$ cat src/hw/rtl/rcl_pkg.sv
// Shared types, codes and constants of the reliable command link.
package rcl_pkg;

  localparam int QUEUE_DEPTH = 8;
  localparam int MAX_RES = 11;
  localparam int QW = (QUEUE_DEPTH > 1) ? $clog2(QUEUE_DEPTH) : 1;
  localparam int CW = $clog2(QUEUE_DEPTH + 1);
  localparam int NW = $clog2(QUEUE_DEPTH + 5);
  localparam int AW = 5;

  localparam logic [31:0] SEQ_RESET = 32'd1;
  localparam logic [15:0] BEAT_RESET = 16'd500;
  localparam logic [15:0] LINK_RESET = 16'd2000;
  localparam logic [15:0] REPLY_RESET = 16'd2000;
  localparam logic [19:0] RUN_RESET = 20'd20000;
  localparam logic [19:0] START_RESET = 20'd180000;
  localparam logic [39:0] STATUS_IDLE = 40'h00_0000_FF00;
  localparam logic [7:0] GOOD_LEN = 8'd5;

  localparam logic [2:0] REG_INIT_SEQ = 3'd0;
  localparam logic [2:0] REG_BEAT = 3'd1;
  localparam logic [2:0] REG_LINK = 3'd2;
  localparam logic [2:0] REG_REPLY = 3'd3;
  localparam logic [2:0] REG_RUN = 3'd4;
  localparam logic [2:0] REG_START = 3'd5;

  localparam logic [1:0] OPC_TICK = 2'd0;
  localparam logic [1:0] OPC_SUBMIT = 2'd1;
  localparam logic [1:0] OPC_REPLY = 2'd2;
  localparam logic [1:0] OPC_STATUS = 2'd3;

  localparam logic [2:0] CMD_ARM = 3'd3;
  localparam logic [2:0] CMD_START = 3'd4;
  localparam logic [2:0] CMD_STOP = 3'd5;
  localparam logic [2:0] CMD_RESET = 3'd6;
  localparam logic [2:0] CMD_UNKNOWN = 3'd7;

  localparam logic [2:0] OP_SELECT = 3'd0;
  localparam logic [2:0] OP_ARM = 3'd1;
  localparam logic [2:0] OP_START = 3'd2;
  localparam logic [2:0] OP_STOP = 3'd3;
  localparam logic [2:0] OP_RESET = 3'd4;

  localparam logic [3:0] RC_TAKEN = 4'd0;
  localparam logic [3:0] RC_OK = 4'd1;
  localparam logic [3:0] RC_BUSY = 4'd2;
  localparam logic [3:0] RC_ABORTED = 4'd5;
  localparam logic [3:0] RC_UNKNOWN = 4'd7;
  localparam logic [3:0] RC_OFFLINE = 4'd8;
  localparam logic [3:0] RC_TIMEOUT = 4'd9;
  localparam logic [7:0] RC_LAST_VALID = 8'd5;

  localparam logic [1:0] KIND_REQ = 2'd0;
  localparam logic [1:0] KIND_BEAT = 2'd1;
  localparam logic [1:0] KIND_REPORT = 2'd2;
  localparam logic [1:0] KIND_STATUS = 2'd3;

  typedef struct packed {
    logic [31:0] seq;
    logic [2:0]  op;
    logic [1:0]  mode;
    logic [7:0]  tag;
    logic        tag_valid;
  } cmd_entry_t;

  typedef struct packed {
    logic [1:0]  kind;
    logic [31:0] seq;
    logic [2:0]  op;
    logic [1:0]  mode;
    logic [7:0]  tag;
    logic        tag_valid;
    logic [3:0]  report_code;
    logic        link_alive;
    logic [39:0] status_word;
  } result_t;

  typedef enum logic [4:0] {
    DP_NOP, DP_LOAD, DP_TICK, DP_EVAL, DP_HB, DP_DEAD, DP_TIMEOUT, DP_CANCEL_ONE,
    DP_CANCEL_END, DP_AUTOSTOP, DP_RESEND, DP_POP, DP_SUBMIT, DP_REP_NEW,
    DP_ENQUEUE, DP_CANCEL_PEND, DP_LAUNCH_NEW, DP_RX, DP_ACCEPT, DP_FINISH,
    DP_STATUS, DP_FLUSH
  } dp_op_t;

  typedef enum logic [3:0] {
    ST_IDLE, ST_DISPATCH, ST_T_EVAL, ST_T_HB, ST_T_DEAD, ST_T_TO, ST_T_STOP,
    ST_T_POP, ST_S_CHECK, ST_S_PEND, ST_S_LAUNCH, ST_R_ACT, ST_CANCEL, ST_FLUSH
  } state_t;

  typedef struct packed {
    dp_op_t     op;
    logic [3:0] code;
  } ctl_cmd_t;

  typedef struct packed {
    logic [1:0] opcode;
    logic [2:0] command;
    logic       len_ok;
    logic       match;
    logic       code_valid;
    logic       code_accept;
    logic       code_ok;
    logic       hb;
    logic       dead;
    logic       timeout;
    logic       moving;
    logic       resend;
    logic       launch_ok;
    logic       active;
    logic       accepted;
    logic       pend_start;
    logic       cnt_done;
    logic       full;
    logic       offline;
    logic       emit_ok;
    logic       hold_v;
  } dp_stat_t;

  function automatic result_t mk_req(cmd_entry_t c);
    result_t r;
    r = '0;
    r.kind = KIND_REQ;
    r.seq = c.seq;
    r.op = c.op;
    r.mode = c.mode;
    return r;
  endfunction

  function automatic result_t mk_rep(cmd_entry_t c, logic [3:0] code);
    result_t r;
    r = '0;
    r.kind = KIND_REPORT;
    r.seq = c.seq;
    r.op = c.op;
    r.mode = c.mode;
    r.tag = c.tag;
    r.tag_valid = c.tag_valid;
    r.report_code = code;
    return r;
  endfunction

endpackage

$ cat src/hw/rtl/rcl_in_if.sv
// Input channel of the link: events, submits and received frames.
interface rcl_in_if;
  logic        valid;
  logic        ready;
  logic [1:0]  opcode;
  logic [2:0]  command;
  logic [7:0]  cmd_tag;
  logic        has_tag;
  logic [7:0]  frame_len;
  logic [31:0] reply_seq;
  logic [7:0]  reply_code;
  logic [39:0] status_payload;

  modport source (output valid, opcode, command, cmd_tag, has_tag, frame_len, reply_seq,
                  reply_code, status_payload, input ready);
  modport sink (input valid, opcode, command, cmd_tag, has_tag, frame_len, reply_seq,
                reply_code, status_payload, output ready);
endinterface

$ cat src/hw/rtl/rcl_out_if.sv
// Result channel of the link: frames to send, reports and status updates.
interface rcl_out_if;
  logic        valid;
  logic        ready;
  logic [1:0]  kind;
  logic [31:0] seq;
  logic [2:0]  op;
  logic [1:0]  mode;
  logic [7:0]  tag;
  logic        tag_valid;
  logic [3:0]  report_code;
  logic        link_alive;
  logic [39:0] status_word;
  logic        last;

  modport source (output valid, kind, seq, op, mode, tag, tag_valid, report_code,
                  link_alive, status_word, last, input ready);
  modport sink (input valid, kind, seq, op, mode, tag, tag_valid, report_code,
                link_alive, status_word, last, output ready);
endinterface

$ cat src/hw/rtl/rcl_ctrl.sv
// Controller state machine that sequences the datapath for each input word.
module rcl_ctrl
  import rcl_pkg::*;
(
  input  logic     clk,
  input  logic     rst_n,
  input  logic     in_valid,
  output logic     in_ready,
  input  dp_stat_t st,
  output ctl_cmd_t cmd
);

  state_t state_r, state_nxt;

  always_ff @(posedge clk) begin
    if (!rst_n) begin
      state_r <= ST_IDLE;
    end else begin
      state_r <= state_nxt;
    end
  end

  always_comb begin
    state_nxt = state_r;
    cmd.op = DP_NOP;
    cmd.code = RC_TAKEN;
    in_ready = (state_r == ST_IDLE);
    case (state_r)
      ST_IDLE: begin
        if (in_valid) begin
          cmd.op = DP_LOAD;
          state_nxt = ST_DISPATCH;
        end
      end
      ST_DISPATCH: begin
        case (st.opcode)
          OPC_TICK: begin
            cmd.op = DP_TICK;
            state_nxt = ST_T_EVAL;
          end
          OPC_SUBMIT: begin
            cmd.op = DP_SUBMIT;
            state_nxt = ST_S_CHECK;
          end
          OPC_REPLY: begin
            if (st.len_ok) cmd.op = DP_RX;
            state_nxt = st.len_ok ? ST_R_ACT : ST_FLUSH;
          end
          default: begin
            if (st.len_ok) cmd.op = DP_STATUS;
            state_nxt = ST_FLUSH;
          end
        endcase
      end
      ST_T_EVAL: begin
        cmd.op = DP_EVAL;
        state_nxt = ST_T_HB;
      end
      ST_T_HB: begin
        if (st.hb) cmd.op = DP_HB;
        state_nxt = ST_T_DEAD;
      end
      ST_T_DEAD: begin
        if (st.dead) cmd.op = DP_DEAD;
        state_nxt = ST_T_TO;
      end
      ST_T_TO: begin
        if (st.timeout) begin
          cmd.op = DP_TIMEOUT;
          state_nxt = ST_CANCEL;
        end else begin
          if (st.resend) cmd.op = DP_RESEND;
          state_nxt = ST_T_POP;
        end
      end
      ST_T_STOP: begin
        if (st.moving) cmd.op = DP_AUTOSTOP;
        state_nxt = ST_T_POP;
      end
      ST_T_POP: begin
        if (st.launch_ok) cmd.op = DP_POP;
        state_nxt = ST_FLUSH;
      end
      ST_S_CHECK: begin
        state_nxt = ST_FLUSH;
        if (st.command == CMD_UNKNOWN) begin
          cmd.op = DP_REP_NEW;
          cmd.code = RC_UNKNOWN;
        end else if (st.command == CMD_STOP || st.command == CMD_RESET) begin
          state_nxt = ST_CANCEL;
        end else if (st.offline) begin
          cmd.op = DP_REP_NEW;
          cmd.code = RC_OFFLINE;
        end else if ((st.active && st.pend_start) || st.full) begin
          cmd.op = DP_REP_NEW;
          cmd.code = RC_BUSY;
        end else begin
          cmd.op = DP_ENQUEUE;
        end
      end
      ST_S_PEND: begin
        if (st.active) cmd.op = DP_CANCEL_PEND;
        state_nxt = ST_S_LAUNCH;
      end
      ST_S_LAUNCH: begin
        cmd.op = DP_LAUNCH_NEW;
        state_nxt = ST_FLUSH;
      end
      ST_R_ACT: begin
        state_nxt = ST_FLUSH;
        if (st.match && st.code_valid) begin
          if (st.code_accept) begin
            if (!st.accepted) cmd.op = DP_ACCEPT;
          end else begin
            cmd.op = DP_FINISH;
            if (!st.code_ok) state_nxt = ST_CANCEL;
          end
        end
      end
      ST_CANCEL: begin
        if (!st.cnt_done) begin
          cmd.op = DP_CANCEL_ONE;
        end else begin
          cmd.op = DP_CANCEL_END;
          case (st.opcode)
            OPC_TICK: state_nxt = ST_T_STOP;
            OPC_SUBMIT: state_nxt = ST_S_PEND;
            default: state_nxt = ST_FLUSH;
          endcase
        end
      end
      ST_FLUSH: begin
        if (st.hold_v) cmd.op = DP_FLUSH;
        state_nxt = ST_IDLE;
      end
      default: state_nxt = ST_IDLE;
    endcase
    if (state_r != ST_IDLE && !st.emit_ok) begin
      cmd.op = DP_NOP;
      state_nxt = state_r;
    end
  end

endmodule

$ cat src/hw/rtl/rcl_dpath.sv
// Datapath: link state, timers, command queue, registers and result staging.
module rcl_dpath
  import rcl_pkg::*;
(
  input  logic              clk,
  input  logic              rst_n,
  rcl_in_if.sink            in_ch,
  rcl_out_if.source         out_ch,
  input  logic              psel,
  input  logic              penable,
  input  logic              pwrite,
  input  logic [AW-1:0]     paddr,
  input  logic [31:0]       pwdata,
  output logic [31:0]       prdata,
  input  ctl_cmd_t          cmd,
  output dp_stat_t          st
);

  logic [31:0] init_seq_r, beat_r_unused_guard;
  logic [15:0] beat_r, link_r, reply_r;
  logic [19:0] run_r, start_r;

  logic [31:0] now_r, last_beat_r, last_rx_r, sent_at_r, began_at_r, seq_r;
  logic        active_r, accepted_r, seen_r;
  cmd_entry_t  pend_r, new_r;
  cmd_entry_t  q_r [QUEUE_DEPTH];
  logic [QW-1:0] head_r;
  logic [CW-1:0] count_r, idx_r;
  logic [39:0] store_r;

  logic [1:0]  opc_r;
  logic [2:0]  command_r;
  logic [7:0]  ctag_r, len_r, rcode_r;
  logic        htag_r;
  logic [31:0] rseq_r;
  logic [39:0] spay_r;

  logic alive_r, hb_r, dead_r, to_r, mov_r, rs_r;
  logic [NW-1:0] n_r;

  result_t hold_r, out_r;
  logic    hold_v_r, out_v_r, out_last_r;

  logic [2:0]  reg_idx;
  logic        wr_en;
  logic [CW:0] addr_sum, addr_wrap;
  logic [QW-1:0] q_addr, head_inc;
  cmd_entry_t  q_rd;
  logic        alive_c, hb_due_c, to_c, mov_c, rs_c, launch_c;
  logic [31:0] limit_c, s1_c, nseq_c;
  logic [NW-1:0] npred_c;
  result_t     res_c;
  logic        emit_c, do_emit, out_free;
  cmd_entry_t  stop_c, sub_c;

  assign beat_r_unused_guard = '0;
  assign reg_idx = paddr[AW-1:2];
  assign wr_en = psel && penable && pwrite;

  always_comb begin
    case (reg_idx)
      REG_INIT_SEQ: prdata = init_seq_r;
      REG_BEAT: prdata = {16'd0, beat_r};
      REG_LINK: prdata = {16'd0, link_r};
      REG_REPLY: prdata = {16'd0, reply_r};
      REG_RUN: prdata = {12'd0, run_r};
      REG_START: prdata = {12'd0, start_r};
      default: prdata = beat_r_unused_guard;
    endcase
  end

  // Queue address: head plus an offset, wrapped at the depth.
  always_comb begin
    addr_sum = (CW+1)'(head_r) + (CW+1)'((cmd.op == DP_ENQUEUE) ? count_r : idx_r);
    addr_wrap = (addr_sum >= (CW+1)'(QUEUE_DEPTH)) ? addr_sum - (CW+1)'(QUEUE_DEPTH)
                                                   : addr_sum;
    q_addr = QW'(addr_wrap);
    q_rd = q_r[q_addr];
    head_inc = (32'(head_r) + 32'd1 >= 32'(QUEUE_DEPTH)) ? '0 : head_r + QW'(1);
  end

  always_comb begin
    alive_c = seen_r && ((now_r - last_rx_r) <= {16'd0, link_r});
    hb_due_c = (now_r - last_beat_r) >= {16'd0, beat_r};
    if (accepted_r) begin
      limit_c = (pend_r.op == OP_START) ? {12'd0, start_r} : {12'd0, run_r};
    end else begin
      limit_c = {16'd0, reply_r};
    end
    to_c = active_r && (((now_r - began_at_r) > limit_c) || (!alive_c && accepted_r));
    mov_c = (pend_r.op == OP_START) || (pend_r.op == OP_ARM);
    rs_c = active_r && !to_c && ((now_r - sent_at_r) >= {16'd0, beat_r});
    launch_c = !to_c && !active_r && (count_r != '0);
    npred_c = NW'(!alive_c && seen_r) + NW'(launch_c)
            + (to_c ? NW'(1) + NW'(count_r) + NW'(mov_c) : NW'(rs_c));
    s1_c = seq_r + 32'd1;
    nseq_c = (s1_c == 32'd0) ? 32'd1 : s1_c;
    stop_c = '0;
    stop_c.seq = s1_c;
    stop_c.op = OP_STOP;
    sub_c = '0;
    sub_c.seq = nseq_c;
    sub_c.tag = ctag_r;
    sub_c.tag_valid = htag_r;
    case (command_r)
      CMD_ARM: sub_c.op = OP_ARM;
      CMD_START: sub_c.op = OP_START;
      CMD_STOP: sub_c.op = OP_STOP;
      CMD_RESET: sub_c.op = OP_RESET;
      CMD_UNKNOWN: sub_c.op = OP_SELECT;
      default: sub_c.mode = command_r[1:0];
    endcase
  end

  always_comb begin
    res_c = '0;
    emit_c = 1'b1;
    case (cmd.op)
      DP_HB: res_c.kind = KIND_BEAT;
      DP_DEAD: begin
        res_c.kind = KIND_STATUS;
        res_c.status_word = store_r;
      end
      DP_STATUS: begin
        res_c.kind = KIND_STATUS;
        res_c.link_alive = 1'b1;
        res_c.status_word = spay_r;
      end
      DP_TIMEOUT: res_c = mk_rep(pend_r, RC_TIMEOUT);
      DP_CANCEL_ONE: res_c = mk_rep(q_rd, RC_ABORTED);
      DP_AUTOSTOP: res_c = mk_req(stop_c);
      DP_RESEND: res_c = mk_req(pend_r);
      DP_POP: res_c = alive_r ? mk_req(q_rd) : mk_rep(q_rd, RC_OFFLINE);
      DP_REP_NEW: res_c = mk_rep(new_r, cmd.code);
      DP_CANCEL_PEND: res_c = mk_rep(pend_r, RC_ABORTED);
      DP_LAUNCH_NEW: res_c = mk_req(new_r);
      DP_ACCEPT: res_c = mk_rep(pend_r, RC_TAKEN);
      DP_FINISH: res_c = mk_rep(pend_r, rcode_r[3:0]);
      default: emit_c = 1'b0;
    endcase
    out_free = !out_v_r || out_ch.ready;
    do_emit = emit_c && (n_r < NW'(MAX_RES));
  end

  always_ff @(posedge clk) begin
    if (!rst_n) begin
      init_seq_r <= SEQ_RESET;
      beat_r <= BEAT_RESET;
      link_r <= LINK_RESET;
      reply_r <= REPLY_RESET;
      run_r <= RUN_RESET;
      start_r <= START_RESET;
      now_r <= '0;
      last_beat_r <= 32'd0 - {16'd0, BEAT_RESET};
      last_rx_r <= '0;
      sent_at_r <= '0;
      began_at_r <= '0;
      seq_r <= SEQ_RESET;
      active_r <= 1'b0;
      accepted_r <= 1'b0;
      seen_r <= 1'b0;
      pend_r <= '0;
      head_r <= '0;
      count_r <= '0;
      idx_r <= '0;
      store_r <= STATUS_IDLE;
      n_r <= '0;
      hold_v_r <= 1'b0;
      out_v_r <= 1'b0;
    end else begin
      if (wr_en) begin
        case (reg_idx)
          REG_INIT_SEQ: begin
            init_seq_r <= pwdata;
            seq_r <= (pwdata == 32'd0) ? 32'd1 : pwdata;
          end
          REG_BEAT: beat_r <= pwdata[15:0];
          REG_LINK: link_r <= pwdata[15:0];
          REG_REPLY: reply_r <= pwdata[15:0];
          REG_RUN: run_r <= pwdata[19:0];
          REG_START: start_r <= pwdata[19:0];
          default: ;
        endcase
      end
      if (out_v_r && out_ch.ready) out_v_r <= 1'b0;
      if (do_emit) begin
        n_r <= n_r + NW'(1);
        hold_r <= res_c;
        hold_v_r <= 1'b1;
        if (hold_v_r) begin
          out_r <= hold_r;
          out_last_r <= 1'b0;
          out_v_r <= 1'b1;
        end
      end
      case (cmd.op)
        DP_LOAD: begin
          n_r <= '0;
          opc_r <= in_ch.opcode;
          command_r <= in_ch.command;
          ctag_r <= in_ch.cmd_tag;
          htag_r <= in_ch.has_tag;
          len_r <= in_ch.frame_len;
          rseq_r <= in_ch.reply_seq;
          rcode_r <= in_ch.reply_code;
          spay_r <= in_ch.status_payload;
        end
        DP_TICK: now_r <= now_r + 32'd1;
        DP_EVAL: begin
          alive_r <= alive_c;
          hb_r <= hb_due_c && (npred_c < NW'(MAX_RES));
          dead_r <= !alive_c && seen_r;
          to_r <= to_c;
          mov_r <= mov_c;
          rs_r <= rs_c;
        end
        DP_HB: last_beat_r <= now_r;
        DP_DEAD: seen_r <= 1'b0;
        DP_TIMEOUT: active_r <= 1'b0;
        DP_CANCEL_ONE: idx_r <= idx_r + CW'(1);
        DP_CANCEL_END: begin
          idx_r <= '0;
          count_r <= '0;
          head_r <= '0;
        end
        DP_AUTOSTOP: begin
          seq_r <= s1_c;
          pend_r <= stop_c;
          active_r <= 1'b1;
          accepted_r <= 1'b0;
          began_at_r <= now_r;
          sent_at_r <= now_r;
        end
        DP_RESEND: sent_at_r <= now_r;
        DP_POP: begin
          head_r <= head_inc;
          count_r <= count_r - CW'(1);
          if (alive_r) begin
            pend_r <= q_rd;
            active_r <= 1'b1;
            accepted_r <= 1'b0;
            began_at_r <= now_r;
            sent_at_r <= now_r;
          end
        end
        DP_SUBMIT: begin
          seq_r <= nseq_c;
          new_r <= sub_c;
        end
        DP_ENQUEUE: begin
          q_r[q_addr] <= new_r;
          count_r <= count_r + CW'(1);
        end
        DP_LAUNCH_NEW: begin
          pend_r <= new_r;
          active_r <= 1'b1;
          accepted_r <= 1'b0;
          began_at_r <= now_r;
          sent_at_r <= now_r;
        end
        DP_RX: last_rx_r <= now_r;
        DP_ACCEPT: accepted_r <= 1'b1;
        DP_FINISH: active_r <= 1'b0;
        DP_STATUS: begin
          store_r <= spay_r;
          last_rx_r <= now_r;
          seen_r <= 1'b1;
        end
        DP_FLUSH: begin
          out_r <= hold_r;
          out_last_r <= 1'b1;
          out_v_r <= 1'b1;
          hold_v_r <= 1'b0;
        end
        default: ;
      endcase
    end
  end

  always_comb begin
    st.opcode = opc_r;
    st.command = command_r;
    st.len_ok = (len_r == GOOD_LEN);
    st.match = active_r && (rseq_r == pend_r.seq);
    st.code_valid = (rcode_r <= RC_LAST_VALID);
    st.code_accept = (rcode_r == {4'd0, RC_TAKEN});
    st.code_ok = (rcode_r == {4'd0, RC_OK});
    st.hb = hb_r;
    st.dead = dead_r;
    st.timeout = to_r;
    st.moving = mov_r;
    st.resend = rs_r;
    st.launch_ok = !active_r && (count_r != '0);
    st.active = active_r;
    st.accepted = accepted_r;
    st.pend_start = (pend_r.op == OP_START);
    st.cnt_done = (idx_r == count_r);
    st.full = (count_r >= CW'(QUEUE_DEPTH));
    st.offline = !seen_r || ((now_r - last_rx_r) > {16'd0, link_r});
    st.emit_ok = !hold_v_r || out_free;
    st.hold_v = hold_v_r;
  end

  assign out_ch.valid = out_v_r;
  assign out_ch.kind = out_r.kind;
  assign out_ch.seq = out_r.seq;
  assign out_ch.op = out_r.op;
  assign out_ch.mode = out_r.mode;
  assign out_ch.tag = out_r.tag;
  assign out_ch.tag_valid = out_r.tag_valid;
  assign out_ch.report_code = out_r.report_code;
  assign out_ch.link_alive = out_r.link_alive;
  assign out_ch.status_word = out_r.status_word;
  assign out_ch.last = out_last_r;

endmodule

$ cat src/hw/rtl/reliable_command_link_unit.sv
// Top level of the reliable command link: controller, datapath and ports.
//
//   Channel   Direction  Handshake             Carries
//   in_ch     in         valid/ready           tick, submit, reply or status word
//   out_ch    out        valid/ready           request, heartbeat, report, status
//   APB       in         psel/penable/pwrite   six configuration registers
//
// A tick that times out a command with a full queue takes longest from acceptance to
// the next ready, since the queue is walked one entry per cycle while the result side
// does not stall.
// Results leave through a one-entry staging register and an output register,
// so an output stall holds the controller without losing results.
// Reset is synchronous and active low; no clearing pass is needed.
module reliable_command_link_unit
  import rcl_pkg::*;
(
  input  logic          clk,
  input  logic          rst_n,
  rcl_in_if.sink        in_ch,
  rcl_out_if.source     out_ch,
  input  logic          psel,
  input  logic          penable,
  input  logic          pwrite,
  input  logic [AW-1:0] paddr,
  input  logic [31:0]   pwdata,
  output logic [31:0]   prdata,
  output logic          pready
);

  ctl_cmd_t ctl_cmd;
  dp_stat_t dp_stat;
  logic     in_rdy;

  assign pready = 1'b1;
  assign in_ch.ready = in_rdy;

  rcl_ctrl u_ctrl (
    .clk      (clk),
    .rst_n    (rst_n),
    .in_valid (in_ch.valid),
    .in_ready (in_rdy),
    .st       (dp_stat),
    .cmd      (ctl_cmd)
  );

  rcl_dpath u_dpath (
    .clk     (clk),
    .rst_n   (rst_n),
    .in_ch   (in_ch),
    .out_ch  (out_ch),
    .psel    (psel),
    .penable (penable),
    .pwrite  (pwrite),
    .paddr   (paddr),
    .pwdata  (pwdata),
    .prdata  (prdata),
    .cmd     (ctl_cmd),
    .st      (dp_stat)
  );

endmodule

$ cat src/flat_wrapper.sv
// flat-port wrapper written by rule: the top's interface ports become plain ports
module reliable_command_link_unit_flat import rcl_pkg::*;
  (clk, rst_n, psel, penable, pwrite, paddr, pwdata, prdata, pready, in_ch_valid, in_ch_opcode, in_ch_command, in_ch_cmd_tag, in_ch_has_tag, in_ch_frame_len, in_ch_reply_seq, in_ch_reply_code, in_ch_status_payload, in_ch_ready, out_ch_valid, out_ch_kind, out_ch_seq, out_ch_op, out_ch_mode, out_ch_tag, out_ch_tag_valid, out_ch_report_code, out_ch_link_alive, out_ch_status_word, out_ch_last, out_ch_ready);
  rcl_in_if in_ch_i ();
  rcl_out_if out_ch_i ();
  input  logic clk;
  input  logic rst_n;
  input  logic psel;
  input  logic penable;
  input  logic pwrite;
  input  logic [AW-1:0] paddr;
  input  logic [31:0] pwdata;
  output logic [31:0] prdata;
  output logic pready;
  input wire logic [$bits(in_ch_i.valid)-1:0] in_ch_valid;
  input wire logic [$bits(in_ch_i.opcode)-1:0] in_ch_opcode;
  input wire logic [$bits(in_ch_i.command)-1:0] in_ch_command;
  input wire logic [$bits(in_ch_i.cmd_tag)-1:0] in_ch_cmd_tag;
  input wire logic [$bits(in_ch_i.has_tag)-1:0] in_ch_has_tag;
  input wire logic [$bits(in_ch_i.frame_len)-1:0] in_ch_frame_len;
  input wire logic [$bits(in_ch_i.reply_seq)-1:0] in_ch_reply_seq;
  input wire logic [$bits(in_ch_i.reply_code)-1:0] in_ch_reply_code;
  input wire logic [$bits(in_ch_i.status_payload)-1:0] in_ch_status_payload;
  output wire logic [$bits(in_ch_i.ready)-1:0] in_ch_ready;
  output wire logic [$bits(out_ch_i.valid)-1:0] out_ch_valid;
  output wire logic [$bits(out_ch_i.kind)-1:0] out_ch_kind;
  output wire logic [$bits(out_ch_i.seq)-1:0] out_ch_seq;
  output wire logic [$bits(out_ch_i.op)-1:0] out_ch_op;
  output wire logic [$bits(out_ch_i.mode)-1:0] out_ch_mode;
  output wire logic [$bits(out_ch_i.tag)-1:0] out_ch_tag;
  output wire logic [$bits(out_ch_i.tag_valid)-1:0] out_ch_tag_valid;
  output wire logic [$bits(out_ch_i.report_code)-1:0] out_ch_report_code;
  output wire logic [$bits(out_ch_i.link_alive)-1:0] out_ch_link_alive;
  output wire logic [$bits(out_ch_i.status_word)-1:0] out_ch_status_word;
  output wire logic [$bits(out_ch_i.last)-1:0] out_ch_last;
  input wire logic [$bits(out_ch_i.ready)-1:0] out_ch_ready;
  assign in_ch_i.valid = in_ch_valid;
  assign in_ch_i.opcode = in_ch_opcode;
  assign in_ch_i.command = in_ch_command;
  assign in_ch_i.cmd_tag = in_ch_cmd_tag;
  assign in_ch_i.has_tag = in_ch_has_tag;
  assign in_ch_i.frame_len = in_ch_frame_len;
  assign in_ch_i.reply_seq = in_ch_reply_seq;
  assign in_ch_i.reply_code = in_ch_reply_code;
  assign in_ch_i.status_payload = in_ch_status_payload;
  assign in_ch_ready = in_ch_i.ready;
  assign out_ch_valid = out_ch_i.valid;
  assign out_ch_kind = out_ch_i.kind;
  assign out_ch_seq = out_ch_i.seq;
  assign out_ch_op = out_ch_i.op;
  assign out_ch_mode = out_ch_i.mode;
  assign out_ch_tag = out_ch_i.tag;
  assign out_ch_tag_valid = out_ch_i.tag_valid;
  assign out_ch_report_code = out_ch_i.report_code;
  assign out_ch_link_alive = out_ch_i.link_alive;
  assign out_ch_status_word = out_ch_i.status_word;
  assign out_ch_last = out_ch_i.last;
  assign out_ch_i.ready = out_ch_ready;
  reliable_command_link_unit u_core (.clk(clk), .rst_n(rst_n), .in_ch(in_ch_i), .out_ch(out_ch_i), .psel(psel), .penable(penable), .pwrite(pwrite), .paddr(paddr), .pwdata(pwdata), .prdata(prdata), .pready(pready));
endmodule
$ cat config.mk
export PLATFORM = sky130hd
export DESIGN_NAME = reliable_command_link_unit_flat
export DESIGN_NICKNAME = d
export VERILOG_FILES = /design/src/hw/rtl/rcl_pkg.sv /design/src/hw/rtl/rcl_in_if.sv /design/src/hw/rtl/rcl_out_if.sv /design/src/hw/rtl/rcl_ctrl.sv /design/src/hw/rtl/rcl_dpath.sv /design/src/hw/rtl/reliable_command_link_unit.sv /design/src/flat_wrapper.sv
export SDC_FILE = /design/constraint.sdc
export NUM_CORES = 2
export LEC_CHECK = 0
export BUFFER_PORTS_ARGS = -buffer_cell sky130_fd_sc_hd__buf_2
export CAP_MARGIN = 30
export CELL_PAD_IN_SITES_DETAIL_PLACEMENT = 0
export CELL_PAD_IN_SITES_GLOBAL_PLACEMENT = 1
export CORE_MARGIN = 2
export CORE_UTILIZATION = 25
export DETAILED_ROUTE_END_ITERATION = 6
export PLACE_DENSITY_LB_ADDON = 0.1
export SLEW_MARGIN = 20
export SYNTH_ARGS = -nofsm -noshare
export SYNTH_HDL_FRONTEND = slang
export SYNTH_SLANG_ARGS = --single-unit
$ cat constraint.sdc
create_clock -name clk -period 17 [get_ports clk]
set_clock_uncertainty 0.15 [all_clocks]
set_input_delay 5.1 -clock clk [delete_from_list [all_inputs] [get_ports clk]]
set_output_delay 5.1 -clock clk [all_outputs]
set_load 0.005 [all_outputs]
After elaboration in Yosys (flattened, before gate mapping):

Memory sizes are Yosys's and may differ from the RTL's.
Cells that the tools add are included.

* mux-type cells: 80
* shift-type cells: 0
* $lt $le $gt $ge: 11
* bitwise gates (word level): 2
* multipliers: 0
* add/sub/neg operators: 17
* reductions and logical operators: 82
* eq/ne operators: 55
* divide/modulo/power cells: 0

Operator list (count)
* case mux 50 bit (10 select lines): 1
* 2-to-1 mux 93 bit: 4
* case mux 32 bit (2 select lines): 3
* case mux 32 bit (6 select lines): 1
* 2-to-1 mux 32 bit: 5
* case mux 46 bit (3 select lines): 1
* subtractor 32 bit: 4
* case mux 40 bit (3 select lines): 1
* case mux 5 bit (14 select lines): 1
* adder 32 x 1 -> 32 bit (second input constant): 2
* greater-or-equal comparator 32 x 16 -> 1 bit: 2
* zero test 32 bit: 2
* 2-to-1 mux 4 bit: 12
* case mux 4 bit (12 select lines): 1
* 2-to-1 mux 46 bit: 1
* equality test 5 x 4 -> 1 bit (second input constant): 8
* 2-to-1 mux 20 bit: 2
* 2-to-1 mux 5 bit: 7
* equality test 32 bit: 1
* greater-than comparator 32 x 16 -> 1 bit: 1
* greater-than comparator 32 bit: 1
* less-or-equal comparator 32 x 16 -> 1 bit: 1
* AND reduction 2 bit: 16
* equality test 5 bit (second input constant): 6
* other kinds (58): 163

* latch bits: 0
* input bits: 146
* output and inout bits: 129
* memories kept: 1
* word-level logic and storage cells: 314
* register bits: 763
* RAM bits: 368
* bits in read-only memories: 0

Memories
* u_core.u_dpath.q_r: words 8, width 46, read ports 1, clocked after memory_dff 0, write ports 1, RTL line rcl_dpath.sv:26 `cmd_entry_t q_r [QUEUE_DEPTH];`

Depth between registers and ports, before layout:

An unclocked memory read counts as a cell.

* depth in word-level cells: 17
* depth in mapped cells: 35
* depth with buffers taken out: 32

Worst setup path after synthesis:

No wires, ideal clock.

* path kind: input to register
* start point: input out_ch_ready
* end point: register u_core.u_dpath.hold_r[0] in the netlist's numbering (enable)
* setup slack: 3180 ps
* stages on the path: 12
* library setup time: 659 ps
* path buffers: 1
* arrival time: 13011 ps
* data required time: 16191 ps
* cells stage by stage: nor2b_1 > nand2_1 > a21oi_1 > o21a_1 > nor2_1 > nor2_1 > inv_1 > nor2_1 > nand3_1 > clkbuf_1 > o2111a_1 > nor3_1

* cells in the longest elaborated chain, start to end: 10
* elaborated cells between the ends (all ways): 22
* those cells by class: eq/ne: 13; mux: 2; reduce/logical: 7

Ends and longest elaborated chain
* start, declared: RTL line flat_wrapper.sv:36 `input wire logic [$bits(out_ch_i.ready)-1:0] out_ch_ready;`
* logical OR 1 bit *: RTL line rcl_dpath.sv:141 `out_free = !out_v_r || out_ch.ready;`
* logical OR 1 bit *: RTL line rcl_dpath.sv:300 `st.emit_ok = !hold_v_r || out_free;`
* zero test 1 bit *: RTL line rcl_ctrl.sv:138 `if (state_r != ST_IDLE && !st.emit_ok) begin`
* logical AND 1 bit *: RTL line rcl_ctrl.sv:138
* 2-to-1 mux 5 bit *: RTL line rcl_ctrl.sv:138
* equality test 5 bit (tied with other cells): RTL line rcl_dpath.sv:118 `case (cmd.op)`
* OR reduction 13 bit (no line) *
* 2-to-1 mux 1 bit *: RTL line rcl_dpath.sv:118
* logical AND 1 bit *: RTL line rcl_dpath.sv:142 `do_emit = emit_c && (n_r < NW'(MAX_RES));`
* AND reduction 2 bit (no line) *
* end signal, assigned: RTL line rcl_dpath.sv:188 `hold_r <= res_c;`
* end, declared: RTL line rcl_dpath.sv:41 `result_t hold_r, out_r;`

Mark *: on every way between the ends. The rest lies on a longest branch, timed or not.
A chain may end at the register's enable or synchronous reset.

Worst setup path in the final report:

* start point: input paddr[2]
* end point: output prdata[14]

* cells in the longest elaborated chain, start to end: 2
* elaborated cells between the ends (all ways): 7
* those cells by class: eq/ne: 5; mux: 1; reduce/logical: 1

Ends and longest elaborated chain
* start, declared: RTL line flat_wrapper.sv:11 `input logic [AW-1:0] paddr;`
* equality test 3 bit (tied with other cells): RTL line rcl_dpath.sv:61 `case (reg_idx)`
* case mux 32 bit (6 select lines) *: RTL line rcl_dpath.sv:61
* end, declared: RTL line flat_wrapper.sv:13 `output logic [31:0] prdata;`

Marks and branches as above.

==> qor.yml <==
max_slew_margin_pct: 31.14
start_util_pct: 25.07
synth_area_leader_cell: "edfxtp_1"
met1_usage_pct: 23.92
syn-mean-instance-area_sq_um: 10.89
clkLatencyLatePin_ns: 0.79
path_common_cell: "buf_2"
synth.area.top_cells: "edfxtp_1 40%, dfxtp_1 16%, nand2_1 5.1%, ha_1 4.7%, mux4_2 3.9%"
vias_per_cell: 4.822
portBuffers: 271
status: "finished, final reports clean"
finalHoldViolCount: 0
wirelength_mm: 197.6
ys_ff_latch: 1131
cp-end-kind: "output pin"
crit_chain: "buf_2 > nor3_2 > buf_4 > a22oi_1 > nand3_1 > buf_2"
syn-num-nets: 5282
use_met2_pct: 28.89
timing.critical_path.buf_inv: 3
rsz0062_at_grt: "no"
worstPathArrival_ns: 7.01
num_io_pins: 275
antenna_left: 0
vias: 39470
overflow: 0
fill_cells: 22140
grt_pass1_vias: 39587
ys_seq_area_share_pct: 55.43
grt_usage_pct: 17.80
seq_area_sq_mm: 0.02974
drc: 0
dieArea_sq_mm: 0.2183
place_hpwl_mm: 131.7
finalSetupTns_ns: 0
p_leak_nw: 23.94
area_delta_synth_final_pct: 18.58
top_usage_layer: "met2"
max_freq_ghz: 0.08155
p_total_mw: 7.938
syn_inst: 4927
antenna_found_initial: 15
placed_cell_area_sq_mm: 0.05879
coreArea_sq_mm: 0.2140
synth_edf_count: 709
drtPass1Iterations: 7
avgRoutedWirePerCell_um: 24.14
startpoint_type: "input port"
nets: 5574
crit_fanout: 22
synth_async_sr_flop_share_pct: 0
synth_top_area_share_pct: 39.68
postCtsSetupBuffers: 0
cellPowerDensity_mw_per_mm2: 124.8
place.gp.congestion: 0.7912
grt_pass1_wl_mm: 284.3
synth_area_sq_mm: 0.05366
period_needed_ns: 12.26
drive_above_1_share_pct: 14.78
ctsResizeCount: 0
required_ns: 11.75
synth_warnings: 0
first_iter_violations: 2922
cts.path.max_buffers: 3
clock_sinks: 1131
tightest_slew_ns: 1.026
cts_tree: "yes"
min_path_type: "reg -> reg"
cts_hold_buf: 0
die_y_um: 467.3
place_inst: 7899
fin_cells: 8186
ys_types: 88
drv_slew: 0
ys.flop_type: "edfxtp_1"
die_x_um: 467.3
vdd_drop_max_uv: 132.4
root_buffer: "clkbuf_16"
cts_buffers: 143
cp_top_family: "buffers and inverters"
fin_crit_sh_pct: 72.13
cts.clk_slew.worst_paths_ns: 0.06
rows: 170
multi_input_area_sq_mm: 0.02223
worst_path_max_delay_cell: "buf_4"
setup_viol: 0
cap_violations: 0
grt_max_degree: 94
use_met3_pct: 3.524
path_class: "in -> out"
stdcell_area_sq_mm: 0.06362
htree_levels: 4
cpPeakStageDelay_ns: 0.53
==> cell type report <==
class / instances / area share (%)
Tap cell: 2838 / 5.581
Antenna cell: 11 / 0.04327
Multi-Input combinational cell: 3294 / 34.94
Timing Repair Buffer: 408 / 3.973
Sequential cell: 1131 / 46.74
Inverter: 241 / 1.434
Clock buffer: 199 / 6.323
Clock inverter: 64 / 0.9597
==> stage by stage <==
stage	util [%]	setup slack, ns	hold slack, ns
6_report	29.73	4.738	0.2562
5_1_grt	29.72	4.569	0.2643
4_1_cts	29.64	4.651	0.2612
3_5_place_dp	27.48	4.655	0.2545
3_3_place_gp	27.41	4.625	0.2512
2_1_floorplan	-	3.180	0.2503
==> cell usage in the layout, fill, tap and decap left out, types with 32 or more instances in the layout <==
master / instances
nand2_1: 721
edfxtp_1: 709
dfxtp_1: 422
a21oi_1: 380
nor2_1: 303
buf_2: 275
inv_1: 238
ha_1: 202
o21ai_0: 168
clkbuf_16: 146
mux2i_1: 143
nand3_1: 125
buf_4: 114
xor2_1: 98
mux4_2: 92
a21o_1: 83
xnor2_1: 76
a22oi_1: 64
o21ai_1: 61
o211ai_1: 58
nand4_1: 55
nor3_1: 47
clkbuf_1: 36
nor4_1: 35
nand2b_1: 34
a222oi_1: 32
==> logic make-up after synthesis <==
group           after synthesis  share of synthesized area [%]
buf+inv                     502                          3.666
xor+xnor                    174                          2.840
compound gates             1146                          13.74
fa+ha+maj                   209                          4.958
other cells                   1                       0.006989
mux                         243                          6.702
simple gates               1521                          12.66
flops                      1131                          55.43
==> flip-flops by register name, indices dropped and copies added, names as in the netlist, 40 cells and up <==
register / flops
u_core.u_dpath.store_r: 40
u_core.u_dpath.out_ch.status_word: 40
u_core.u_dpath.new_r: 46
u_core.u_dpath.hold_r: 93
u_core.u_dpath.spay_r: 40
u_core.u_dpath.q_r: 368
u_core.u_dpath.pend_r: 46
==> power by group <==
group / leakage (nW) / internal [mW] / switching (mW)
Clock: 2.26 / 1.73 / 1.28
Combinational: 11.8 / 0.422 / 0.992
Sequential: 9.87 / 3.32 / 0.190
Total: 23.9 / 5.47 / 2.46
==> routing by layer <==
| metal | up-vias | part of all wire, % | wire length (um) |
|---|---|---|---|
| met5 | - | 0.017 | 34 |
| li1 | 18740 | - | - |
| met4 | 8 | 2.8 | 5444 |
| met1 | 19522 | 46 | 90670 |
| met2 | 942 | 46 | 91360 |
| met3 | 258 | 5.1 | 10100 |
==> synth_stat cells, types with 9 or more instances <==
| cell type | instances |
|---|---|
| a2111oi_0 | 11 |
| a211oi_1 | 18 |
| a21boi_0 | 11 |
| a21o_1 | 84 |
| a21oi_1 | 382 |
| a222oi_1 | 32 |
| a22oi_1 | 64 |
| a31oi_1 | 29 |
| a32oi_1 | 15 |
| and2_1 | 28 |
| and3_1 | 28 |
| buf_1 | 9 |
| buf_2 | 16 |
| clkbuf_1 | 220 |
| dfxtp_1 | 422 |
| edfxtp_1 | 709 |
| ha_1 | 203 |
| inv_1 | 240 |
| mux2i_1 | 143 |
| mux4_2 | 92 |
| nand2_1 | 723 |
| nand2b_1 | 34 |
| nand3_1 | 128 |
| nand4_1 | 55 |
| nor2_1 | 314 |
| nor2b_1 | 29 |
| nor3_1 | 56 |
| nor3b_1 | 12 |
| nor4_1 | 37 |
| o211ai_1 | 58 |
| o21a_1 | 29 |
| o21ai_0 | 168 |
| o21ai_1 | 61 |
| o21bai_1 | 29 |
| o22ai_1 | 12 |
| o31ai_1 | 21 |
| o32a_1 | 16 |
| o32ai_1 | 14 |
| or2_2 | 12 |
| or3_1 | 25 |
| or4_1 | 12 |
| xnor2_1 | 76 |
| xor2_1 | 98 |
==> final timing paths <==
| path | endpoint | slack [ns] | startpoint | cells after the start |
|---|---|---|---|---|
| worst max-delay path | prdata[14] | 4.74 | paddr[2] | 6 |
| worst min-delay path | u_core.u_dpath.out_ch.tag[5] | 0.26 | u_core.u_dpath.hold_r[51] | 0 |
| worst max register to register | u_core.u_dpath.q_r[4][3] | 5.41 | u_core.u_dpath.now_r[0] | 32 |
| worst min register to register | u_core.u_dpath.out_ch.tag[5] | 0.26 | u_core.u_dpath.hold_r[51] | 0 |
==> worst reg2reg max path, delay by kind of cell (launching register included) <==
kind            cells  cell delay [ns]
buf+inv             4             1.43
mux                 1             0.42
xor+xnor            2             0.50
compound gates      6             1.57
flops               1             0.52
simple gates       14             5.01
fa+ha+maj           5             1.63
Note: power is estimated with default switching activity, not from simulation.
